<file path="src/hw/rtl/brbp_pkg.sv">
// Shared types and constants for the byte ring buffer with peek.
package brbp_pkg;

  // Default geometry, handed to the top level parameters.
  localparam int unsigned DEPTH_DEF     = 1024;
  localparam int unsigned RESERVE_DEF   = 1;
  localparam int unsigned MAX_BURST_DEF = 64;

  // Fixed field widths.
  localparam int unsigned OPCODE_W = 3;
  localparam int unsigned DATA_W   = 8;
  localparam int unsigned AMOUNT_W = 11;
  localparam int unsigned OFFSET_W = 10;
  localparam int unsigned COUNT_W  = 10;
  localparam int unsigned MOVED_W  = 7;

  typedef enum logic [OPCODE_W-1:0] {
    OP_PUSH  = 3'd0,
    OP_POP   = 3'd1,
    OP_PEEK  = 3'd2,
    OP_DROP  = 3'd3,
    OP_CLEAR = 3'd4
  } op_t;

  typedef enum logic {
    ST_IDLE,
    ST_BURST
  } state_t;

  // Result descriptor from the controller; data comes from the store when from_mem is set.
  typedef struct packed {
    logic               valid;
    logic               from_mem;
    logic               last;
    logic               ok;
    logic [MOVED_W-1:0] moved;
  } res_t;

endpackage

</file>
<file path="src/hw/rtl/brbp_ctrl.sv">
// Pointer control, command decode and burst read sequencer.
module brbp_ctrl #(
  parameter int unsigned DEPTH     = brbp_pkg::DEPTH_DEF,
  parameter int unsigned RESERVE   = brbp_pkg::RESERVE_DEF,
  parameter int unsigned MAX_BURST = brbp_pkg::MAX_BURST_DEF
) (
  input  logic                             clk,
  input  logic                             rst,
  input  logic                             start,
  output logic                             busy,
  input  logic [brbp_pkg::OPCODE_W-1:0]    opcode,
  input  logic [brbp_pkg::AMOUNT_W-1:0]    amount,
  input  logic [brbp_pkg::OFFSET_W-1:0]    offset,
  output logic                             wr_en,
  output logic [$clog2(DEPTH)-1:0]         wr_addr,
  output logic                             rd_en,
  output logic [$clog2(DEPTH)-1:0]         rd_addr,
  output logic [$clog2(DEPTH)-1:0]         used,
  output brbp_pkg::res_t                   res
);
  import brbp_pkg::*;

  localparam int unsigned PW = $clog2(DEPTH);
  localparam int unsigned CW = ((PW > AMOUNT_W) ? PW : AMOUNT_W) + 1;

  state_t             state, state_next;
  logic [PW-1:0]      rp, rp_next;
  logic [PW-1:0]      wp, wp_next;
  logic [PW-1:0]      addr, addr_next;
  logic [MOVED_W-1:0] remain, remain_next;
  logic [MOVED_W-1:0] nlen, nlen_next;

  logic [CW-1:0] used_w;
  logic [CW-1:0] free_w;
  logic [CW-1:0] off_w;
  logic [CW-1:0] avail_w;
  logic [CW-1:0] cnt_w;
  logic          accept;

  function automatic logic [PW-1:0] wrap_ptr(input logic [CW-1:0] x);
    logic [CW-1:0] y;
    y = (x >= CW'(DEPTH)) ? x - CW'(DEPTH) : x;
    return y[PW-1:0];
  endfunction

  assign accept = start && !busy;
  assign busy   = (state == ST_BURST);

  // occupancy from the pointers
  always_comb begin
    if (wp >= rp) begin
      used_w = CW'(wp) - CW'(rp);
    end else begin
      used_w = CW'(DEPTH) - CW'(rp) + CW'(wp);
    end
    if (used_w + CW'(RESERVE) >= CW'(DEPTH)) begin
      free_w = '0;
    end else begin
      free_w = CW'(DEPTH) - used_w - CW'(RESERVE);
    end
  end

  assign used = used_w[PW-1:0];

  // burst length: min(amount, available, MAX_BURST)
  always_comb begin
    off_w   = (op_t'(opcode) == OP_PEEK) ? CW'(offset) : '0;
    avail_w = (off_w < used_w) ? used_w - off_w : '0;
    cnt_w   = avail_w;
    if (CW'(amount) < cnt_w) begin
      cnt_w = CW'(amount);
    end
    if (CW'(MAX_BURST) < cnt_w) begin
      cnt_w = CW'(MAX_BURST);
    end
  end

  always_ff @(posedge clk) begin
    if (rst) begin
      state  <= ST_IDLE;
      rp     <= '0;
      wp     <= '0;
      remain <= '0;
    end else begin
      state  <= state_next;
      rp     <= rp_next;
      wp     <= wp_next;
      remain <= remain_next;
    end
  end

  always_ff @(posedge clk) begin
    addr <= addr_next;
    nlen <= nlen_next;
  end

  always_comb begin
    state_next   = state;
    rp_next      = rp;
    wp_next      = wp;
    addr_next    = addr;
    remain_next  = remain;
    nlen_next    = nlen;
    wr_en        = 1'b0;
    wr_addr      = wp;
    rd_en        = 1'b0;
    rd_addr      = addr;
    res          = '0;
    unique case (state)
      ST_IDLE: begin
        if (accept) begin
          res.valid = 1'b1;
          res.last  = 1'b1;
          case (op_t'(opcode))
            OP_PUSH: begin
              if (free_w != '0) begin
                res.ok  = 1'b1;
                wr_en   = 1'b1;
                wp_next = wrap_ptr(CW'(wp) + CW'(1));
              end
            end
            OP_POP, OP_PEEK: begin
              if (cnt_w != '0) begin
                // results come from the burst sequencer instead
                res.valid   = 1'b0;
                res.last    = 1'b0;
                state_next  = ST_BURST;
                addr_next   = wrap_ptr(CW'(rp) + off_w);
                remain_next = cnt_w[MOVED_W-1:0];
                nlen_next   = cnt_w[MOVED_W-1:0];
                if (op_t'(opcode) == OP_POP) begin
                  rp_next = wrap_ptr(CW'(rp) + cnt_w);
                end
              end
            end
            OP_DROP: begin
              if (CW'(amount) <= used_w) begin
                res.ok  = 1'b1;
                rp_next = wrap_ptr(CW'(rp) + CW'(amount));
              end
            end
            OP_CLEAR: begin
              res.ok  = 1'b1;
              rp_next = '0;
              wp_next = '0;
            end
            default: begin
              res.ok = 1'b0;
            end
          endcase
        end
      end
      ST_BURST: begin
        rd_en       = 1'b1;
        res.valid   = 1'b1;
        res.from_mem = 1'b1;
        res.ok      = 1'b1;
        res.moved   = nlen;
        res.last    = (remain == MOVED_W'(1));
        addr_next   = wrap_ptr(CW'(addr) + CW'(1));
        remain_next = remain - MOVED_W'(1);
        if (remain == MOVED_W'(1)) begin
          state_next = ST_IDLE;
        end
      end
      default: begin
        state_next = ST_IDLE;
      end
    endcase
  end

`ifndef SYNTHESIS
  a_burst_ends: assert property (@(posedge clk) disable iff (rst)
    (state == ST_BURST && remain == MOVED_W'(1)) |=> (state == ST_IDLE))
    else $error("burst did not end after its last read");

  a_burst_count: assert property (@(posedge clk) disable iff (rst)
    (state == ST_BURST) |-> (remain != '0 && remain <= nlen))
    else $error("burst count out of range");

  a_reserve_kept: assert property (@(posedge clk) disable iff (rst)
    used_w + CW'(RESERVE) <= CW'(DEPTH))
    else $error("reserved gap violated");

  a_no_write_in_burst: assert property (@(posedge clk) disable iff (rst)
    rd_en |-> !wr_en)
    else $error("store written during a burst read");
`endif

endmodule

</file>
<file path="config.mk">
export PLATFORM = sky130hd
export DESIGN_NAME = brbp_ctrl
export DESIGN_NICKNAME = d
export VERILOG_FILES = /design/src/hw/rtl/brbp_pkg.sv /design/src/hw/rtl/brbp_ctrl.sv
export SDC_FILE = /design/constraint.sdc
export NUM_CORES = 1
export LEC_CHECK = 0
export ABC_AREA = 1
export BUFFER_PORTS_ARGS = -buffer_cell sky130_fd_sc_hd__buf_2
export CAP_MARGIN = 20
export CORE_ASPECT_RATIO = 0.9
export CORE_MARGIN = 2
export CORE_UTILIZATION = 45
export CTS_CLUSTER_DIAMETER = 80
export CTS_CLUSTER_SIZE = 14
export DETAILED_ROUTE_END_ITERATION = 8
export PLACE_DENSITY = 0.66
export SETUP_SLACK_MARGIN = 0.1
export SYNTH_ARGS = -nofsm -noshare
export SYNTH_HDL_FRONTEND = slang
export SYNTH_SLANG_ARGS = --single-unit
</file>
<file path="constraint.sdc">
create_clock -name clk -period 7.27 [get_ports clk]
set_input_delay 1.454 -clock clk [delete_from_list [all_inputs] [get_ports clk]]
set_output_delay 1.454 -clock clk [all_outputs]
set_load 0.02 [all_outputs]
</file>
==> impl_metrics.csv, run 1 <==
group,metric,value,unit
logic_synthesis,synthTopCellsByArea,"ha_1, nand2_1, dfxtp_1, edfxtp_1, inv_1",
worst_setup_path,critPathArrivalTime,7.21,ns
cells_and_area,layout.nets,1025,
worst_setup_path,critPathMaxStageDelay,0.30,ns
worst_setup_path,r2r-end,"rp[9]",
sta,relSlewSlack,0.628,
drt,drtPass1Iterations,5,
clocking,clockBufferDepth,2,
drt,drt_wl_total,15200,um
floorplanning,initial_core_util,0.456,
cells_and_area,multi_input_area,0.00393,mm2
worst_setup_path,cp-end-kind,"flop",
sta,hold_viol_final,0,
drt,viasPerCell,5.00,
drt,dr.first_iter.drc_count,294,
logic_synthesis,async_flop_share,0,
clocking,clk-insertion-delay-late,0.29,ns
drt,ant_nets,0,
clocking,cts.sinks,45,
sta,holdWs,0.506,ns
hold_path,hp-class,"flop to flop",
logic_synthesis,yosysWarningCount,0,
pwr,pwr-share-clk,0.129,
drt,num_vias,5436,
global_route,grtUsageTotal,0.236,
worst_setup_path,cp.required,7.44,ns
pwr,sequentialPowerShare,0.148,
sta,rsz0062_at_grt,"yes",
sta,max_freq,142,MHz
placed_design,gp_congestion,0.920,
logic_synthesis,syn_area,0.00515,mm2
worst_setup_path,crit_fanout,7,
pwr,pwr-share-comb,0.724,
logic_synthesis,yosysMostFrequentCell,"nand2_1",
pwr,switching_share,0.467,
floorplanning,fp.dieH,105,um
pwr,internal-power,1.08,mW
cells_and_area,synthToLayoutAreaGrowth,32.9,%
pwr,switchingPower,0.949,mW
drt,route.detailed.drc,0,
logic_synthesis,yosysTopAreaCellShare,0.153,
pwr,power.density,297,mW/mm2
logic_synthesis,synth-seq-cells,45,
sta,setup_viol,0,
clocking,ctsHoldBuffers,0,
logic_synthesis,synth_largest_area_cell,"ha_1",
drt,routedWlPerCell,14.0,um
logic_synthesis,synth-edff-count,17,
pwr,power_leakage,3.51,nW
clocking,htree_levels,2,
worst_setup_path,slowest_stage,"ha_4",
worst_setup_path,cp-start-kind,"input port",
logic_synthesis,ys_seq_area_frac,0.208,
logic_synthesis,syn-num-nets,882,
logic_synthesis,synthDistinctLibCells,50,
global_route,grt_max_degree,22,
cells_and_area,layout-drive-gt1-share,0.305,
flow_run,max_cap_violations,0,
cells_and_area,nFillCells,1073,
floorplanning,die_area,0.0123,mm2
run_status,status,"finished clean",
pwr,ir_drop,0.000315,V
worst_setup_path,crit_end,"rp[9]",
global_route,grt_pass1_vias,4756,
worst_setup_path,reg2reg_slack,0.37,ns
worst_setup_path,critPathKind,"input port to flop",
logic_synthesis,synth_cells,788,
logic_synthesis,ys.flop_type,"dfxtp_1",
floorplanning,core_area,0.0113,mm2
worst_setup_path,reg2reg_depth,55,
clocking,clkTransAtPathRegs,0.06,ns
floorplanning,ios,71,
clocking,cts_root_buf,"clkbuf_16",
sta,fin_worst_skew,0.00539,ns
worst_setup_path,reg2reg_from,"rp[1]",
logic_synthesis,synth_common_cells,"nand2_1, inv_1, nor2_1",
sta,finalCriticalPeriod,7.03,ns
global_route,antenna_found_initial,0,
cells_and_area,seq_area,0.00107,mm2
placed_design,io_buffers,70,
sta,slew_violations,0,
sta,timing.final.crit_share,0.967,
pwr,finalPower,2.03,mW
floorplanning,rows,37,
sta,tightest_slew,0.554,ns
clocking,numCtsBuffers,5,
worst_setup_path,crit_start,"opcode[0]",
logic_synthesis,syn_area_per_cell,6.53,um2
placed_design,hpwl,11800,um
floorplanning,die_w,117,um
cells_and_area,n_antenna_cell,0,
clocking,tritoncts,"done",
global_route,grt_pass1_wl,23100,um
global_route,gr-total-overflow,0,
[cells in the final DEF, fill, tap and decap left out, types with 8 or more instances in the layout]
cell | synthesis | final
buf_2 | 0 | 67
inv_2 | 4 | 10
buf_4 | 2 | 73
nor3_1 | 13 | 12
xor2_1 | 11 | 8
ha_4 | 0 | 11
inv_1 | 135 | 128
nand2_4 | 6 | 10
nand2_2 | 11 | 26
edfxtp_1 | 17 | 17
nand4_1 | 8 | 8
nand3_1 | 38 | 33
o21ai_0 | 29 | 25
a21oi_1 | 55 | 45
nand3_2 | 6 | 10
nor2_1 | 88 | 79
nor2_2 | 5 | 12
a21oi_2 | 1 | 11
dfxtp_1 | 28 | 26
nand2_1 | 190 | 172
ha_1 | 63 | 50
[final cells by class]
| type | instances | share of cell area |
|---|---|---|
| clock buffer | 6 | 0.0188 |
| multi-input combinational | 593 | 0.574 |
| inverter | 140 | 0.0772 |
| clock inverter | 2 | 0.00512 |
| sequential | 45 | 0.157 |
| tap | 156 | 0.0285 |
| timing repair buffer | 146 | 0.139 |
[sequential cells by signal, summed over array words and instances, names as in the netlist]
register,flops
busy,1
nlen,7
rd_addr,10
remain,7
rp,10
wr_addr,10
[routing by layer]
| metal | up-vias | global-route usage | wire [um] | share of wire |
|---|---|---|---|---|
| li1 | 2833 | - | - | - |
| met1 | 2438 | 0.337 | 7140 | 0.47 |
| met2 | 145 | 0.383 | 7160 | 0.47 |
| met3 | 20 | 0.0213 | 650 | 0.043 |
| met4 | 0 | 0.0571 | 288 | 0.019 |
| met5 | - | 0 | 0 | 0 |
[critical path: cells and delay by family]
family / cells / cell delay [ns]
AND/OR/NAND/NOR: 25 / 1.98
AO/OA/AOI/OAI: 15 / 2.03
XOR/XNOR: 1 / 0.15
buffers and inverters: 10 / 0.80
adder cells (fa/ha/maj): 3 / 0.80
[metrics by stage]
stage / instances / TNS, ns / area (um2) / utilization / setup WS [ns]
3_5_place_dp: 1062 / -0.243 / 6080 / 0.539 / -0.166
4_1_cts: 1071 / 0 / 6290 / 0.556 / 0.102
6_report: 1088 / 0 / 6840 / 0.606 / 0.238
5_1_grt: 1088 / -0.332 / 6840 / 0.606 / -0.211
2_1_floorplan: 788 / 0 / 5160 / - / 0.175
3_3_place_gp: 1062 / -0.00859 / 6080 / 0.539 / -0.00859
[power by group through the flow]
stage               clock network, mW  registers (mW)  logic, mW
global route                    0.271           0.302       1.62
CTS                             0.261           0.300       1.20
finish                          0.262           0.300       1.47
floorplan                           0           0.309      0.806
detailed placement                  0           0.305       1.18
global placement                    0           0.305       1.18
[cells by family (layout without fill, tap and decap cells)]
logic type / Yosys count / count (layout) / share of synthesized area
compound gates: 116 / 116 / 0.129
xor+xnor: 16 / 16 / 0.0272
fa+ha+maj: 67 / 67 / 0.169
buf+inv: 151 / 294 / 0.114
flops: 45 / 45 / 0.208
mux: 2 / 2 / 0.00389
simple gates: 391 / 392 / 0.349
[how the worst min path moves through the flow]
| stage | slack [ns] | startpoint | endpoint | cells past startpoint |
|---|---|---|---|---|
| finish | 0.51 | rp[1] | rp[1] | 2 |
| global route | 0.53 | rp[2] | rp[2] | 2 |
| CTS | 0.52 | remain[5] | remain[5] | 2 |
| detailed placement | 0.51 | remain[5] | remain[5] | 2 |
| global placement | 0.50 | rp[1] | rp[1] | 2 |
| floorplan | 0.47 | rp[1] | rp[1] | 2 |
[timing repair]
item                       4_1_cts  5_1_grt
cloned                           0        1
setup buffers                    1       17
setup endpoints to repair        4        8
pin swaps                        3       36
resized for setup                4       98
No activity file was read; power rests on OpenSTA's default activity.
==> inputs of run 2 (changes only) <==
--- a/config.mk
+++ b/config.mk
@@ -8,13 +8,14 @@
 export ABC_AREA = 1
 export BUFFER_PORTS_ARGS = -buffer_cell sky130_fd_sc_hd__buf_2
 export CAP_MARGIN = 20
-export CORE_ASPECT_RATIO = 0.9
+export CORE_ASPECT_RATIO = 0.6
 export CORE_MARGIN = 2
 export CORE_UTILIZATION = 45
 export CTS_CLUSTER_DIAMETER = 80
 export CTS_CLUSTER_SIZE = 14
 export DETAILED_ROUTE_END_ITERATION = 8
 export PLACE_DENSITY = 0.66
+export REMOVE_ABC_BUFFERS = 1
 export SETUP_SLACK_MARGIN = 0.1
 export SYNTH_ARGS = -nofsm -noshare
 export SYNTH_HDL_FRONTEND = slang
==> run 2 against run 1 <==
Die area increased by 0.22%. Via count increased by 4.8%. Wire length increased by 8.1%. Highest routed layer unchanged.
==> impl_metrics.csv, run 2 (synthesis results as in run 1) <==
group,metric,value,unit
run_status,status,"finished clean",
sta,slew_violations,0,
sta,max_freq,139,MHz
placed_design,dpl_worst_slack,-0.184,ns
clocking,cts_root_buf,"clkbuf_16",
placed_design,gp_congestion,0.974,
placed_design,io_buffers,70,
pwr,power.density,301,mW/mm2
drt,route.detailed.drc,0,
worst_setup_path,critPathBufInv,12,
floorplanning,die_area,0.0123,mm2
sta,setup_viol,0,
worst_setup_path,cp-start-kind,"input port",
sta,fin_ws,0.0796,ns
global_route,grt_pass1_vias,5100,
worst_setup_path,critPathKind,"input port to flop",
global_route,gr-total-overflow,0,
worst_setup_path,crit_start,"opcode[1]",
placed_design,hpwl,12700,um
drt,viasPerCell,5.16,
floorplanning,initial_core_util,0.459,
clocking,tritoncts,"done",
drt,drtPass1Iterations,5,
worst_setup_path,slowest_stage,"fa_2",
placed_design,dp_cells,1068,
worst_setup_path,critPathArrivalTime,7.41,ns
cells_and_area,nFillCells,1016,
worst_setup_path,r2r-end,"rp[9]",
worst_setup_path,reg2reg_slack,0.19,ns
hold_path,hp-class,"flop to flop",
floorplanning,die_w,142,um
sta,hold_viol_final,0,
worst_setup_path,cp-end-kind,"flop",
clocking,clkTransAtPathRegs,0.06,ns
clocking,numCtsBuffers,5,
sta,tightest_slew,0.681,ns
global_route,grt_max_degree,33,
drt,num_vias,5697,
sta,finalCriticalPeriod,7.19,ns
clocking,clockBufferDepth,2,
flow_run,max_cap_violations,0,
floorplanning,core_area,0.0112,mm2
pwr,power_leakage,3.64,nW
clocking,htree_levels,2,
worst_setup_path,critPathMaxStageDelay,0.41,ns
cells_and_area,fin_area,0.00705,mm2
global_route,antenna_found_initial,0,
worst_setup_path,cp.required,7.49,ns
cells_and_area,final_cell_mix,"nand2_1, inv_1, buf_4",
floorplanning,ios,71,
drt,drt_wl_total,16500,um
worst_setup_path,reg2reg_from,"rp[1]",
sta,rsz0062_at_grt,"yes",
sta,fin_worst_skew,0.00981,ns
cells_and_area,layout.nets,1053,
sta,relSlewSlack,0.544,
global_route,grtUsageTotal,0.265,
worst_setup_path,crit_fanout,7,
cells_and_area,layout-drive-gt1-share,0.336,
cells_and_area,final_common_cell,"nand2_1",
cells_and_area,finish.utilization,0.628,
hold_path,worstHoldPathCells,2,
worst_setup_path,crit_cells,53,
drt,dr.first_iter.drc_count,347,
cells_and_area,synthToLayoutAreaGrowth,36.9,%
floorplanning,rows,30,
pwr,ir_drop,0.000325,V
worst_setup_path,crit_end,"rp[9]",
global_route,grt_pass1_wl,25800,um
cells_and_area,n_antenna_cell,0,
worst_setup_path,reg2reg_depth,57,
placed_design,placed_cell_area,0.00619,mm2
cells_and_area,final_cells,1104,
drt,ant_nets,0,
clocking,clk-insertion-delay-late,0.29,ns
floorplanning,fp.dieH,86.9,um
clocking,cts.sinks,45,
drt,routedWlPerCell,14.9,um
worst_setup_path,path_common_cell,"nor2_1",
sta,timing.final.crit_share,0.989,
worst_setup_path,cp_top_family,"simple AND/OR/NAND/NOR gates",
run 2: what timing repair did:
action                                  4_1_cts  5_1_grt
resized for setup                             2      108
hold buffers                                  0        0
endpoints found under the setup margin        4        8
setup buffers                                 1       25
gates cloned                                  0        2
pin swaps                                     0       49
run 2: cell type report:
class                           count  area (um2)  area share
Multi-Input combinational cell    593        3930       0.558
Sequential cell                    45        1070       0.152
Tap cell                          144         180      0.0256
Inverter                          140         526      0.0746
Timing Repair Buffer              174        1200       0.170
Clock buffer                        6         129      0.0183
Clock inverter                      2        10.0     0.00142
run 2: how the worst min path moves through the flow:
stage          startpoint    endpoint  slack, ns
2_1_floorplan       rp[1]       rp[1]       0.47
3_3_place_gp   wr_addr[7]  wr_addr[7]       0.49
3_5_place_dp   wr_addr[7]  wr_addr[7]       0.51
4_1_cts        wr_addr[7]  wr_addr[7]       0.52
5_1_grt        wr_addr[0]  wr_addr[0]       0.54
6_report       wr_addr[0]  wr_addr[0]       0.51
run 2: worst min-delay path: stages, from the launching register on:
cell	delay [ns]
dfxtp_1	0.32
inv_2	0.08
a21oi_1	0.06
run 2: metal layers:
metal  up-vias  GRT usage  routed length [um]
met3        20     0.0550                1490
met4         0     0.0464                 190
li1       2896          -                   -
met2       227      0.355                6350
met1      2554      0.428                8450
met5         -          0                   0
run 2: through the flow:
step | total power, mW | TNS (ns) | hold WS, ns
2_1_floorplan | 1.10 | -0.102 | 0.468
3_3_place_gp | 1.55 | 0 | 0.493
3_5_place_dp | 1.56 | -0.300 | 0.506
4_1_cts | 1.79 | 0 | 0.519
5_1_grt | 2.28 | -0.999 | 0.536
6_report | 2.12 | 0 | 0.507
run 2: power by group:
| part | internal [mW] | switching, mW | total, mW |
|---|---|---|---|
| clock | 0.127 | 0.0995 | 0.226 |
| combinational | 0.712 | 0.881 | 1.59 |
| sequential | 0.285 | 0.0145 | 0.299 |
| total | 1.12 | 0.995 | 2.12 |
==> inputs of run 3 (changes only) <==
--- a/config.mk
+++ b/config.mk
@@ -7,14 +7,14 @@
 export LEC_CHECK = 0
 export ABC_AREA = 1
 export BUFFER_PORTS_ARGS = -buffer_cell sky130_fd_sc_hd__buf_2
-export CAP_MARGIN = 20
+export CAP_MARGIN = 0
 export CORE_ASPECT_RATIO = 0.6
 export CORE_MARGIN = 2
-export CORE_UTILIZATION = 45
+export CORE_UTILIZATION = 50
 export CTS_CLUSTER_DIAMETER = 80
 export CTS_CLUSTER_SIZE = 14
 export DETAILED_ROUTE_END_ITERATION = 8
-export PLACE_DENSITY = 0.66
+export PLACE_DENSITY = 0.78
 export REMOVE_ABC_BUFFERS = 1
 export SETUP_SLACK_MARGIN = 0.1
 export SYNTH_ARGS = -nofsm -noshare
==> run 3 against run 2 <==
The flow now finishes with violations (negative setup slack). Total power is 6.6% higher. Critical path depth fell by 15. Largest cell class unchanged. Largest power group unchanged. Sequential power hardly changed. Combinational power grew 6%. Critical path type is now input port to output pin. Hold slack worse by 0.010 ns.
==> impl_metrics.csv, run 3 (synthesis results as in run 1) <==
group,metric,value,unit
drt,drt_wl_total,17700,um
clocking,clockBufferDepth,2,
worst_setup_path,critPathKind,"input port to output pin",
global_route,gr-total-overflow,0,
cells_and_area,layout.nets,1048,
sta,fin_worst_skew,0.00688,ns
run_status,violations,"negative setup slack",
placed_design,hpwl,12500,um
sta,rsz0062_at_grt,"yes",
worst_setup_path,critPathArrivalTime,5.82,ns
clocking,clkTransAtPathRegs,0.06,ns
cells_and_area,synthToLayoutAreaGrowth,38.5,%
sta,setup_viol,1,
drt,viasPerCell,5.63,
floorplanning,die_area,0.0112,mm2
sta,tns,-0.00235,ns
floorplanning,fp.dieH,82.6,um
floorplanning,initial_core_util,0.517,
clocking,tritoncts,"done",
worst_setup_path,cp_top_family,"simple AND/OR/NAND/NOR gates",
floorplanning,die_w,135,um
cells_and_area,layout-drive-gt1-share,0.334,
floorplanning,ios,71,
global_route,grt_pass1_wl,25300,um
pwr,finalPower,2.26,mW
cells_and_area,multi_input_area,0.00403,mm2
worst_setup_path,cp-start-kind,"input port",
cells_and_area,final_common_cell,"nand2_1",
drt,ant_nets,0,
drt,drtPass1Iterations,7,
global_route,antenna_found_initial,0,
pwr,power.density,317,mW/mm2
clocking,ctsHoldBuffers,0,
worst_setup_path,crit_fanout,5,
global_route,grt_pass1_vias,5189,
cells_and_area,final_cells,1090,
placed_design,placed_cell_area,0.00621,mm2
cells_and_area,seq_area,0.00107,mm2
worst_setup_path,critPathBufInv,12,
clocking,htree_levels,2,
sta,fin_ws,-0.00235,ns
floorplanning,core_area,0.00995,mm2
flow_run,max_cap_violations,0,
pwr,power_leakage,3.67,nW
cells_and_area,final_cell_mix,"nand2_1, inv_1, buf_4",
sta,tightest_slew,0.707,ns
drt,route.detailed.drc,0,
placed_design,dpl_worst_slack,-0.218,ns
clocking,clk-insertion-delay-late,0.30,ns
sta,max_freq,138,MHz
worst_setup_path,critPathMaxStageDelay,0.29,ns
placed_design,gp_congestion,0.964,
sta,finalCriticalPeriod,7.27,ns
sta,relSlewSlack,0.527,
drt,num_vias,6136,
cells_and_area,n_antenna_cell,0,
clocking,cts_root_buf,"clkbuf_16",
hold_path,hp-class,"flop to flop",
worst_setup_path,slowest_stage,"ha_4",
worst_setup_path,cp.required,5.82,ns
placed_design,dp_cells,1061,
floorplanning,rows,28,
worst_setup_path,path_common_cell,"buf_6",
run_status,status,"finished, violations left",
global_route,grtUsageTotal,0.290,
cells_and_area,nFillCells,754,
placed_design,io_buffers,70,
drt,dr.first_iter.drc_count,681,
clocking,numCtsBuffers,5,
worst_setup_path,cp-end-kind,"output pin",
clocking,cts.sinks,45,
cells_and_area,fin_area,0.00713,mm2
sta,timing.final.crit_share,1.00,
pwr,ir_drop,0.000352,V
sta,hold_viol_final,0,
global_route,grt_max_degree,18,
drt,routedWlPerCell,16.3,um
sta,slew_violations,0,
-- run 3: final cells by class --
type                    instances  area share
well taps                     135      0.0237
multi-input cells             593       0.566
repair buffers                169       0.162
clock inverters                 1     0.00421
clock buffers                   7      0.0200
inverters                     140      0.0744
flip-flops and latches         45       0.150
-- run 3: stage by stage --
step                       util  hold slack, ns
after floorplan               -           0.468
after global placement    0.624           0.493
after detailed placement  0.624           0.507
after CTS                 0.646           0.517
after global routing      0.717           0.521
final                     0.717           0.497
-- run 3: path summary, 6_finish.rpt --
kind | start | end | cells after the start | slack (ns)
hold / removal | wr_addr[0] | wr_addr[0] | 2 | 0.50
hold reg to reg | wr_addr[0] | wr_addr[0] | 2 | 0.50
setup / recovery | opcode[1] | res[10] | 38 | -0.002
setup reg to reg | wr_addr[0] | rp[9] | 57 | 0.20
-- run 3: metal layers --
layer,track usage,vias to the layer above,part of all wire
met5,0,-,0
met4,0.0896,0,0.034
met3,0.0446,81,0.11
met2,0.412,381,0.41
met1,0.444,2789,0.45
li1,-,2885,-
-- run 3: what timing repair did --
| action | 4_1_cts | 5_1_grt |
|---|---|---|
| endpoints found under the setup margin | 4 | 7 |
| gates cloned | 0 | 1 |
| pin swaps | 3 | 44 |
| gates resized for setup | 8 | 124 |
| buffers inserted | 2 | 18 |
| hold endpoints to repair | 0 | 0 |
-- run 3: worst min-delay path, stage by stage (launching register included) --
cell	delay, ns
dfxtp_2	0.32
inv_2	0.08
a21oi_1	0.06
-- run 3: report_power, final --
group	internal, mW	total [mW]	leakage, nW	switching, mW
clock network	0.172	0.277	0.0841	0.105
registers	0.285	0.302	0.390	0.0167
logic	0.729	1.68	3.19	0.952
